## src/sv/checked_int64_text_parser_macros.svh

```systemverilog
`ifndef CHECKED_INT64_TEXT_PARSER_MACROS_SVH
`define CHECKED_INT64_TEXT_PARSER_MACROS_SVH

// same-cycle implication, held off during reset
`define CIP_ASSERT_IMPL(label, clk, rst_n, ante, cons) \
	label: assert property (@(posedge clk) disable iff (!(rst_n)) (ante) |-> (cons)) \
		else $error("checked_int64_text_parser: assertion failed");

// next-cycle implication, held off during reset
`define CIP_ASSERT_NEXT(label, clk, rst_n, ante, cons) \
	label: assert property (@(posedge clk) disable iff (!(rst_n)) (ante) |=> (cons)) \
		else $error("checked_int64_text_parser: assertion failed");

`endif

```

## src/sv/ci64p_pkg.sv

```systemverilog
package ci64p_pkg;

	typedef enum logic [5:0] {
		PH_LEAD   = 6'b000001,
		PH_SIGNED = 6'b000010,
		PH_ZERO   = 6'b000100,
		PH_DIGITS = 6'b001000,
		PH_TRAIL  = 6'b010000,
		PH_DONE   = 6'b100000
	} phase_t;

	localparam logic [1:0] ST_OK       = 2'd0;
	localparam logic [1:0] ST_INVALID  = 2'd1;
	localparam logic [1:0] ST_OVERFLOW = 2'd2;

	localparam logic [5:0] BASE_DEFAULT = 6'd10;
	localparam logic [5:0] BASE_DEC     = 6'd10;
	localparam logic [5:0] BASE_HEX     = 6'd16;
	localparam logic [5:0] BASE_OCT     = 6'd8;
	localparam logic [5:0] BASE_MAX     = 6'd36;
	localparam logic [5:0] BASE_AUTO    = 6'd0;
	localparam logic [5:0] BASE_BAD     = 6'd1;
	localparam logic [5:0] NO_DIGIT     = 6'd36;

	localparam logic [7:0] CH_ZERO  = 8'h30;
	localparam logic [7:0] CH_PLUS  = 8'h2B;
	localparam logic [7:0] CH_MINUS = 8'h2D;
	localparam logic [7:0] CH_LX    = 8'h78;
	localparam logic [7:0] CH_UX    = 8'h58;

	function automatic logic is_ws(input logic [7:0] c);
		return (c == 8'h20) || (c >= 8'h09 && c <= 8'h0D);
	endfunction

	// 0-9, a-z, A-Z to 0..35; anything else to NO_DIGIT
	function automatic logic [5:0] char_digit(input logic [7:0] c);
		logic [5:0] d;
		if (c >= 8'h30 && c <= 8'h39)
			d = 6'(c - 8'h30);
		else if (c >= 8'h61 && c <= 8'h7A)
			d = 6'(c - 8'h57);
		else if (c >= 8'h41 && c <= 8'h5A)
			d = 6'(c - 8'h37);
		else
			d = NO_DIGIT;
		return d;
	endfunction

endpackage

```

## src/sv/checked_int64_text_parser.sv

```systemverilog
// Channel   Handshake              Payload
// input     in_valid / in_ready    char_byte[7:0], last_byte
// output    out_valid / out_ready  status[1:0], value[63:0] signed
// config    cfg_we                 cfg_data[5:0] (base_select)
//
// One character per cycle. The character is registered, then a single
// 64x6 multiply-add with a limit compare updates the accumulator.
// out_valid rises when the registered last character writes the result register.
// arst_n clears the parse state; base_select resets to 10.
// Only the last character of a string waits when the result register is full.
`include "checked_int64_text_parser_macros.svh"

module checked_int64_text_parser (
	input  logic               clk,
	input  logic               arst_n,
	input  logic               cfg_we,
	input  logic [5:0]         cfg_data,
	input  logic               in_valid,
	output logic               in_ready,
	input  logic [7:0]         char_byte,
	input  logic               last_byte,
	output logic               out_valid,
	input  logic               out_ready,
	output logic [1:0]         status,
	output logic signed [63:0] value
);
	import ci64p_pkg::*;

	logic [5:0]  base_q;

	logic        v_s1;
	logic [7:0]  char_s1;
	logic        last_s1;
	logic        adv;

	phase_t      phase_q, phase_n;
	logic        neg_q, neg_n;
	logic [63:0] acc_q, acc_n;
	logic [5:0]  eff_q, eff_n;
	logic        saw_q, saw_n;
	logic [1:0]  sticky_q, sticky_n;

	logic        ws;
	logic [5:0]  dig;
	logic [5:0]  b0;
	logic [5:0]  bd;
	logic [69:0] prod;
	logic [69:0] sum;
	logic [69:0] limit;
	logic        ovf;
	logic        take_first;
	logic        take_digit;

	logic [1:0]  st_res;
	logic [63:0] mag_res;

	logic        out_valid_q;
	logic [1:0]  status_q;
	logic [63:0] mag_q;
	logic        neg_out_q;

	assign adv      = v_s1 && (!last_s1 || !out_valid_q || out_ready);
	assign in_ready = !v_s1 || adv;

	always_ff @(posedge clk or negedge arst_n) begin
		if (!arst_n)
			base_q <= BASE_DEFAULT;
		else if (cfg_we)
			base_q <= cfg_data;
	end

	always_ff @(posedge clk or negedge arst_n) begin
		if (!arst_n) begin
			v_s1 <= 1'b0;
		end else if (in_ready) begin
			v_s1 <= in_valid;
		end
	end

	always_ff @(posedge clk) begin
		if (in_valid && in_ready) begin
			char_s1 <= char_byte;
			last_s1 <= last_byte;
		end
	end

	assign ws  = is_ws(char_s1);
	assign dig = char_digit(char_s1);
	// base before the first character is resolved comes straight from the register
	assign b0  = (phase_q == PH_LEAD) ? base_q : eff_q;
	assign bd  = (b0 == BASE_AUTO) ? BASE_DEC : b0;

	// acc*b + d > limit is the same test as acc > (limit - d) / b
	assign prod  = 70'(acc_q) * 70'(bd);
	assign sum   = prod + 70'(dig);
	assign limit = {6'b0, neg_q, {63{~neg_q}}};
	assign ovf   = sum > limit;

	always_comb begin
		phase_n    = phase_q;
		neg_n      = neg_q;
		acc_n      = acc_q;
		eff_n      = eff_q;
		saw_n      = saw_q;
		sticky_n   = sticky_q;
		take_first = 1'b0;
		take_digit = 1'b0;

		unique case (phase_q)
			PH_LEAD: begin
				if (base_q == BASE_BAD || base_q > BASE_MAX) begin
					sticky_n = ST_INVALID;
					phase_n  = PH_DONE;
				end else begin
					eff_n = base_q;
					if (!ws) begin
						if (char_s1 == CH_PLUS || char_s1 == CH_MINUS) begin
							neg_n   = (char_s1 == CH_MINUS);
							phase_n = PH_SIGNED;
						end else begin
							take_first = 1'b1;
						end
					end
				end
			end
			PH_SIGNED: begin
				take_first = 1'b1;
			end
			PH_ZERO: begin
				if (char_s1 == CH_LX || char_s1 == CH_UX) begin
					eff_n   = BASE_HEX;
					saw_n   = 1'b0;
					acc_n   = '0;
					phase_n = PH_DIGITS;
				end else begin
					take_digit = 1'b1;
				end
			end
			PH_DIGITS: begin
				take_digit = 1'b1;
			end
			PH_TRAIL: begin
				if (!ws) begin
					sticky_n = ST_INVALID;
					phase_n  = PH_DONE;
				end
			end
			PH_DONE: begin
			end
			default: begin
			end
		endcase

		if (take_first) begin
			if ((b0 == BASE_AUTO || b0 == BASE_HEX) && char_s1 == CH_ZERO) begin
				if (b0 == BASE_AUTO)
					eff_n = BASE_OCT;
				saw_n   = 1'b1;
				acc_n   = '0;
				phase_n = PH_ZERO;
			end else begin
				eff_n      = bd;
				take_digit = 1'b1;
			end
		end

		if (take_digit) begin
			if (dig < bd) begin
				saw_n = 1'b1;
				if (ovf) begin
					sticky_n = ST_OVERFLOW;
					phase_n  = PH_DONE;
				end else begin
					acc_n   = sum[63:0];
					phase_n = PH_DIGITS;
				end
			end else if (saw_q && ws) begin
				phase_n = PH_TRAIL;
			end else begin
				sticky_n = ST_INVALID;
				phase_n  = PH_DONE;
			end
		end

		if (sticky_n != ST_OK)
			st_res = sticky_n;
		else if ((phase_n == PH_ZERO || phase_n == PH_DIGITS || phase_n == PH_TRAIL) && saw_n)
			st_res = ST_OK;
		else
			st_res = ST_INVALID;
		mag_res = (st_res == ST_OK) ? acc_n : '0;
	end

	always_ff @(posedge clk or negedge arst_n) begin
		if (!arst_n) begin
			phase_q  <= PH_LEAD;
			neg_q    <= 1'b0;
			acc_q    <= '0;
			eff_q    <= '0;
			saw_q    <= 1'b0;
			sticky_q <= ST_OK;
		end else if (adv) begin
			if (last_s1) begin
				phase_q  <= PH_LEAD;
				neg_q    <= 1'b0;
				acc_q    <= '0;
				eff_q    <= '0;
				saw_q    <= 1'b0;
				sticky_q <= ST_OK;
			end else begin
				phase_q  <= phase_n;
				neg_q    <= neg_n;
				acc_q    <= acc_n;
				eff_q    <= eff_n;
				saw_q    <= saw_n;
				sticky_q <= sticky_n;
			end
		end
	end

	// result register; the sign is applied on the way out
	always_ff @(posedge clk or negedge arst_n) begin
		if (!arst_n) begin
			out_valid_q <= 1'b0;
		end else if (adv && last_s1) begin
			out_valid_q <= 1'b1;
		end else if (out_ready) begin
			out_valid_q <= 1'b0;
		end
	end

	always_ff @(posedge clk) begin
		if (adv && last_s1) begin
			status_q  <= st_res;
			mag_q     <= mag_res;
			neg_out_q <= neg_n;
		end
	end

	assign out_valid = out_valid_q;
	assign status    = status_q;
	assign value     = $signed(neg_out_q ? (64'd0 - mag_q) : mag_q);

	`CIP_ASSERT_IMPL(a_done_has_error, clk, arst_n, phase_q == PH_DONE, sticky_q != ST_OK)
	`CIP_ASSERT_IMPL(a_base_resolved, clk, arst_n,
		phase_q == PH_ZERO || phase_q == PH_DIGITS || phase_q == PH_TRAIL,
		eff_q >= 6'd2 && eff_q <= BASE_MAX)
	`CIP_ASSERT_NEXT(a_clear_after_last, clk, arst_n, adv && last_s1,
		phase_q == PH_LEAD && acc_q == 64'd0 && !saw_q && sticky_q == ST_OK)
	`CIP_ASSERT_IMPL(a_result_in_range, clk, arst_n, out_valid_q,
		(status_q != ST_OK && mag_q == 64'd0) || (status_q == ST_OK && (neg_out_q || !mag_q[63])))

endmodule
```

## config.mk

```make
export PLATFORM = sky130hd
export DESIGN_NAME = checked_int64_text_parser
export DESIGN_NICKNAME = d
export VERILOG_FILES = /design/src/sv/ci64p_pkg.sv /design/src/sv/checked_int64_text_parser.sv
export VERILOG_INCLUDE_DIRS = /design/src /design/src/sv
export SDC_FILE = /design/constraint.sdc
export NUM_CORES = 1
export LEC_CHECK = 0
export ABC_CLOCK_PERIOD_IN_PS = 17380
export BUFFER_PORTS_ARGS = -buffer_cell sky130_fd_sc_hd__buf_2
export CAP_MARGIN = 20
export CORE_UTILIZATION = 60
export CTS_CLUSTER_SIZE = 25
export DETAILED_ROUTE_END_ITERATION = 8
export PLACE_DENSITY = 0.76
export SETUP_SLACK_MARGIN = 0.4
export SLEW_MARGIN = 5
export SYNTH_ARGS = -nofsm -noshare
export SYNTH_HDL_FRONTEND = slang
export SYNTH_SLANG_ARGS = --single-unit
```

## constraint.sdc

```tcl
create_clock -name clk -period 17.38 [get_ports clk]
set_input_delay 1.738 -clock clk [delete_from_list [all_inputs] [get_ports clk]]
set_output_delay 1.738 -clock clk [all_outputs]
set_load 0.02 [all_outputs]
```

==> impl_metrics.csv, run 1 <==
group,metric,value,unit
cts,cts_buffers,17,
floorplanning,io_pins,88,
final_layout,fillCellCount,3170,
global_routing,grt_usage,0.362,
detailed_routing,vias,20534,
detailed_routing,wl_per_cell,22.1,µm
detailed_routing,drt_first_pass_iters,8,
placed_design,io_buffers,87,
final_layout,fin_util,0.646,
hold_path,hold_end,"eff_q[0]",
setup_path,worstSetupStartpointType,"register",
cts,cts-root-buf,"clkbuf_16",
hold_path,min_path_type,"register to register",
hold_path,whs_path_depth,1,
detailed_routing,drc,0,
global_routing,antenna_found_initial,1,
setup_path,cp_top_family,"compound AO/OA/AOI/OAI gates",
global_routing,first_global_vias,20673,
pwr,power.leakage,11.9,nW
pwr,finalPower,1.56,mW
final_layout,final_common_cell,"and2_1",
floorplanning,rows,72,
timing,fin_crit_sh,0.761,
synthesis,synthDominantCellAreaShare,0.215,
timing,grt_setup_unrepaired,"no",
synthesis,synth_flop_cell,"dfrtp_1",
setup_path,end_kind,"register",
detailed_routing,ant_nets,0,
setup_path,slowest_delay,0.75,ns
pwr,power_density,62.5,nW/µm²
timing,tightest_slew,0.990,ns
detailed_routing,detail_route.vias_per_cell,6.52,
cts,cts_resized,0,
synthesis,ys_ff_latch,164,
cts,cts.path.max_buffers,2,
setup_path,worstPathMaxFanout,65,
floorplanning,dieArea,40000,µm²
final_layout,fin_nets,3114,
detailed_routing,routed_wl,69800,µm
final_layout,final_cell_mix,"319 x and2_1, 291 x nand2_1, 252 x fa_1",
flow_run,drv_cap,0,
setup_path,regToRegEndpoint,"acc_q[34]",
timing,finClkSkew,0.0183,ns
final_layout,area_growth,6.17,%
synthesis,synthArstFlopShare,0.537,
placed_design,gp_congestion,1.02,
synthesis,synth_nets,3117,
final_layout,instances_no_fill,3150,
detailed_routing,drt-met1-wl,28000,µm
cts,clk_latency,0.47,ns
setup_path,path_class,"register to register",
cts,htree_levels,4,
timing,tns,0,ns
synthesis,synth.area.top_cells,"fa_1 21%, ha_1 12%, edfxtp_1 9.7%, dfrtp_1 9.1%, and2_1 8.5%",
setup_path,critPathRequiredTime,17.77,ns
global_routing,grt.overflow.total,0,
timing,slew_headroom,0.340,
placed_design,dp_hpwl,52200,µm
detailed_routing,dr.max_layer_used,"met5",
timing,drv_slew,0,
timing,final_hold_viol_count,0,
cts,clk_pin_slew,0.08,ns
synthesis,yosysUniqueCellTypes,78,
timing,finalCriticalPeriod,13.23,ns
synthesis,syn_inst,2621,
global_routing,grt_max_degree,66,
cts,postCtsSetupBuffers,0,
pwr,ir_worst_vdd,0.000124,V
detailed_routing,wl_met3,6950,µm
synthesis,synth_top_area_cell,"fa_1",
timing,fmax,75.6,MHz
synthesis,synth_area,23500,µm²
cts,cts_sinks,164,
floorplanning,die_y,200,µm
floorplanning,start_util,0.608,
setup_path,crit_top_cell,"inv_1",
status,outcome,"completed",
cts,hold_buffers,0,
detailed_routing,drt-initial-drc-count,1603,
setup_path,r2r_start,"phase_q[2]",
hold_path,hold_start,"eff_q[0]",
setup_path,cp_slowest_cell,"nor4_1",
synthesis,synth-edff-count,76,
setup_path,cp.arrival,13.62,ns
detailed_routing,routed-wl-met2,32700,µm
synthesis,yosysWarnings,0,
global_routing,grt_pass1_wl,111000,µm
setup_path,r2r_slack,4.15,ns
placed_design,dpl.cell_count,3116,
floorplanning,die_w,200,µm
cts,cts_tree,"built",
synthesis,seq_area_frac_synth,0.191,
synthesis,synth_area_per_cell,8.97,µm²
setup_path,r2r_cells,41,
timing,setup_viol,0,
setup_path,path_buf_inv,9,
final_layout,final_layout_size_suffix_gt1_frac,0.0707,
floorplanning,fp.coreArea,38600,µm²
timing,hold-worst-slack,0.516,ns
layer usage:
metal	vias to the layer above	track usage
li1	9158	-
met1	10092	0.472
met2	1119	0.585
met3	163	0.0902
met4	2	0.129
met5	-	0
kinds of logic after synthesis:
group | share of synthesized area
adder cells (fa/ha/maj) | 0.334
AO/OA/AOI/OAI | 0.162
flip-flops | 0.191
XOR/XNOR | 0.0466
buffers and inverters | 0.0430
multiplexers | 0.00660
AND/OR/NAND/NOR | 0.217
how the worst max path moves through the flow:
stage                     slack, ns   endpoint  startpoint  cells past startpoint
after floorplan                7.42  acc_q[41]  phase_q[2]                     40
after global placement         4.80  mag_q[52]  phase_q[2]                     42
after detailed placement       4.37  mag_q[62]  phase_q[2]                     41
after CTS                      4.35  mag_q[34]  phase_q[2]                     41
after global routing           3.46  acc_q[34]  phase_q[2]                     42
final                          4.15  acc_q[34]  phase_q[2]                     41
report_power, final:
part	switching, mW	internal, mW
Combinational	0.537	0.157
Sequential	0.0298	0.429
Clock	0.185	0.220
cells in the mapped netlist (all sizes together), types with 6 or more instances:
library cell / count
and2: 320
nand2: 291
fa: 252
ha: 224
a21oi: 199
inv: 139
o21ai: 126
nor2: 114
clkbuf: 109
xnor2: 97
nand3: 92
dfrtp: 85
edfxtp: 76
a22o: 66
nand4: 39
nor3: 28
xor2: 28
nor4: 24
o31ai: 23
a21o: 21
buf: 20
o211ai: 20
a211oi: 16
o21bai: 16
nand2b: 15
or4: 15
mux2: 12
o41ai: 12
or3: 11
a221oi: 9
nor2b: 8
o21a: 8
o2111ai: 7
a21boi: 6
a31oi: 6
state kept, by name, indices dropped and copies added (netlist names):
register   count
base_q         6
saw_q          1
out_valid      1
phase_q        6
v_s1           1
acc_q         64
neg_q          1
last_s1        1
eff_q          6
status         2
sticky_q       2
neg_out_q      1
char_s1        8
mag_q         64
stage by stage:
stage               setup WS [ns]  area (µm²)
floorplan                    7.42       23500
global placement             4.80       24300
detailed placement           4.37       24300
CTS                          4.35       24900
global route                 3.46       24900
finish                       4.15       24900
final cells by class:
cell class              count  area (µm²)  area share
repair buffers            107         608      0.0244
clock buffers              18         439      0.0176
flip-flops and latches    164        4490       0.180
multi-input cells        2189       18100       0.725
inverters                 139         522      0.0209
well taps                 518         648      0.0260
clock inverters            14         163     0.00652
diodes                      1        2.50    0.000100
(Power assumes the default switching activity.)
==> run 2: changes to the inputs <==
--- a/config.mk
+++ b/config.mk
@@ -6,13 +6,13 @@
 export SDC_FILE = /design/constraint.sdc
 export NUM_CORES = 1
 export LEC_CHECK = 0
-export ABC_CLOCK_PERIOD_IN_PS = 17380
+export ABC_CLOCK_PERIOD_IN_PS = 11000
 export BUFFER_PORTS_ARGS = -buffer_cell sky130_fd_sc_hd__buf_2
 export CAP_MARGIN = 20
-export CORE_UTILIZATION = 60
+export CORE_UTILIZATION = 59
 export CTS_CLUSTER_SIZE = 25
 export DETAILED_ROUTE_END_ITERATION = 8
-export PLACE_DENSITY = 0.76
+export PLACE_DENSITY = 0.78
 export SETUP_SLACK_MARGIN = 0.4
 export SLEW_MARGIN = 5
 export SYNTH_ARGS = -nofsm -noshare
==> constraint.sdc (replaced) <==
create_clock -name clk -period 11 [get_ports clk]
set_input_delay 1.1 -clock clk [delete_from_list [all_inputs] [get_ports clk]]
set_output_delay 1.1 -clock clk [all_outputs]
set_load 0.02 [all_outputs]
==> impl_metrics.csv, run 2 (synthesis gave the netlist of run 1 again) <==
group,metric,value,unit
global_routing,antenna_found_initial,0,
final_layout,final_common_cell,"and2_1",
timing,setup_viol,0,
pwr,ir_worst_vdd,0.000210,V
timing,final_hold_viol_count,0,
floorplanning,fp.coreArea,39000,µm²
hold_path,hold_start,"eff_q[2]",
cts,cts_buffers,17,
timing,tightest_slew,0.923,ns
setup_path,regToRegEndpoint,"mag_q[44]",
global_routing,first_global_vias,20943,
global_routing,grt_max_degree,65,
floorplanning,rows,72,
cts,htree_levels,4,
cts,clk_latency,0.47,ns
final_layout,register_area,4490,µm²
final_layout,reg.largest.list,"acc_q: 64 flops, mag_q: 64 flops, char_s1: 8 flops",
pwr,finalPower,2.55,mW
detailed_routing,drt_first_pass_iters,7,
detailed_routing,detail_route.vias_per_cell,6.43,
placed_design,dpl_cell_area,24400,µm²
final_layout,instances_no_fill,3169,
cts,cts-root-buf,"clkbuf_16",
final_layout,fillCellCount,3212,
setup_path,r2r_start,"phase_q[4]",
timing,grt_setup_unrepaired,"no",
timing,fmax,98.6,MHz
detailed_routing,vias,20387,
flow_run,drv_cap,0,
setup_path,critPathRequiredTime,11.25,ns
final_layout,fin_nets,3134,
floorplanning,die_y,202,µm
pwr,power_density,101,nW/µm²
hold_path,hold_end,"eff_q[2]",
setup_path,r2r_slack,0.85,ns
detailed_routing,ant_nets,0,
detailed_routing,wl_per_cell,22.0,µm
timing,fin_crit_sh,0.922,
final_layout,final_cell_mix,"319 x and2_1, 291 x nand2_1, 252 x fa_1",
setup_path,slowest_delay,0.53,ns
timing,finClkSkew,0.0150,ns
cts,cts.path.max_buffers,2,
placed_design,dpl.cell_count,3127,
floorplanning,dieArea,40600,µm²
cts,cts_tree,"built",
floorplanning,io_pins,88,
floorplanning,start_util,0.602,
floorplanning,die_w,202,µm
setup_path,cp.arrival,10.39,ns
detailed_routing,drt-initial-drc-count,1893,
final_layout,multiInputGateArea,18200,µm²
setup_path,end_kind,"register",
cts,hold_buffers,0,
global_routing,grt_pass1_wl,113000,µm
placed_design,io_buffers,87,
final_layout,diodes,0,
cts,cts_sinks,164,
setup_path,r2r_cells,37,
global_routing,grt_usage,0.354,
final_layout,final_layout_size_suffix_gt1_frac,0.0860,
setup_path,path_class,"register to register",
timing,finalCriticalPeriod,10.15,ns
pwr,power.leakage,12.0,nW
global_routing,grt.overflow.total,0,
timing,drv_slew,0,
setup_path,worstSetupStartpointType,"register",
hold_path,min_path_type,"register to register",
setup_path,cp_slowest_cell,"fa_1",
setup_path,worstPathMaxFanout,30,
status,outcome,"completed",
final_layout,fin_area,25300,µm²
hold_path,whs_path_depth,1,
placed_design,gp_congestion,1.05,
detailed_routing,drc,0,
cts,clk_pin_slew,0.07,ns
placed_design,dp_hpwl,53200,µm
timing,slew_headroom,0.380,
detailed_routing,routed_wl,69600,µm
final_layout,area_growth,7.53,%
run 2: how the worst max path moves through the flow:
stage / start / end / slack [ns] / depth (start not counted)
after floorplan: phase_q[2] / acc_q[41] / 1.04 / 40
after global placement: phase_q[2] / acc_q[41] / 0.24 / 37
after detailed placement: phase_q[3] / acc_q[36] / -0.002 / 35
after CTS: phase_q[2] / mag_q[1] / 0.41 / 36
after global routing: phase_q[4] / mag_q[2] / 0.38 / 36
final: phase_q[4] / mag_q[44] / 0.85 / 37
run 2: routing by layer:
layer  up-vias  global-route usage  wire [µm]
li1       9203                   -          -
met1      9989               0.470      28500
met2      1018               0.570      32600
met3       177              0.0756       6050
met4         0               0.131       2480
met5         -                   0          0
run 2: worst max-delay path, delay by kind of cell, from the launching register on:
kind / cells / cell delay (ns)
flip-flops: 1 / 0.47
buffers and inverters: 4 / 1.01
AO/OA/AOI/OAI: 14 / 3.19
adder cells (fa/ha/maj): 6 / 2.55
AND/OR/NAND/NOR: 13 / 2.64
run 2: per-stage QoR:
step	TNS (ns)	util	hold WS [ns]	setup WS [ns]
global placement	0	0.626	0.482	0.235
floorplan	0	-	0.457	1.04
finish	0	0.648	0.533	0.854
CTS	0	0.642	0.535	0.405
detailed placement	-0.00156	0.626	0.514	-0.00156
global route	0	0.648	0.541	0.378
run 2: area by class of cell:
type,count,area share
timing repair buffer,126,0.0307
multi-input combinational,2190,0.721
inverter,139,0.0206
tap,518,0.0257
clock inverter,15,0.00728
clock buffer,17,0.0168
sequential,164,0.178
run 2: where the power goes:
group | internal (mW) | switching (mW) | leakage [nW] | total [mW]
registers | 0.678 | 0.0496 | 1.94 | 0.728
logic | 0.311 | 0.861 | 9.80 | 1.17
clock network | 0.345 | 0.306 | 0.298 | 0.652
run 2: what timing repair did:
action | CTS | global route
pin swaps | 1 | 7
buffers inserted | 0 | 8
endpoints found under the setup margin | 128 | 134
gates resized for setup | 8 | 32
gates cloned | 1 | 0
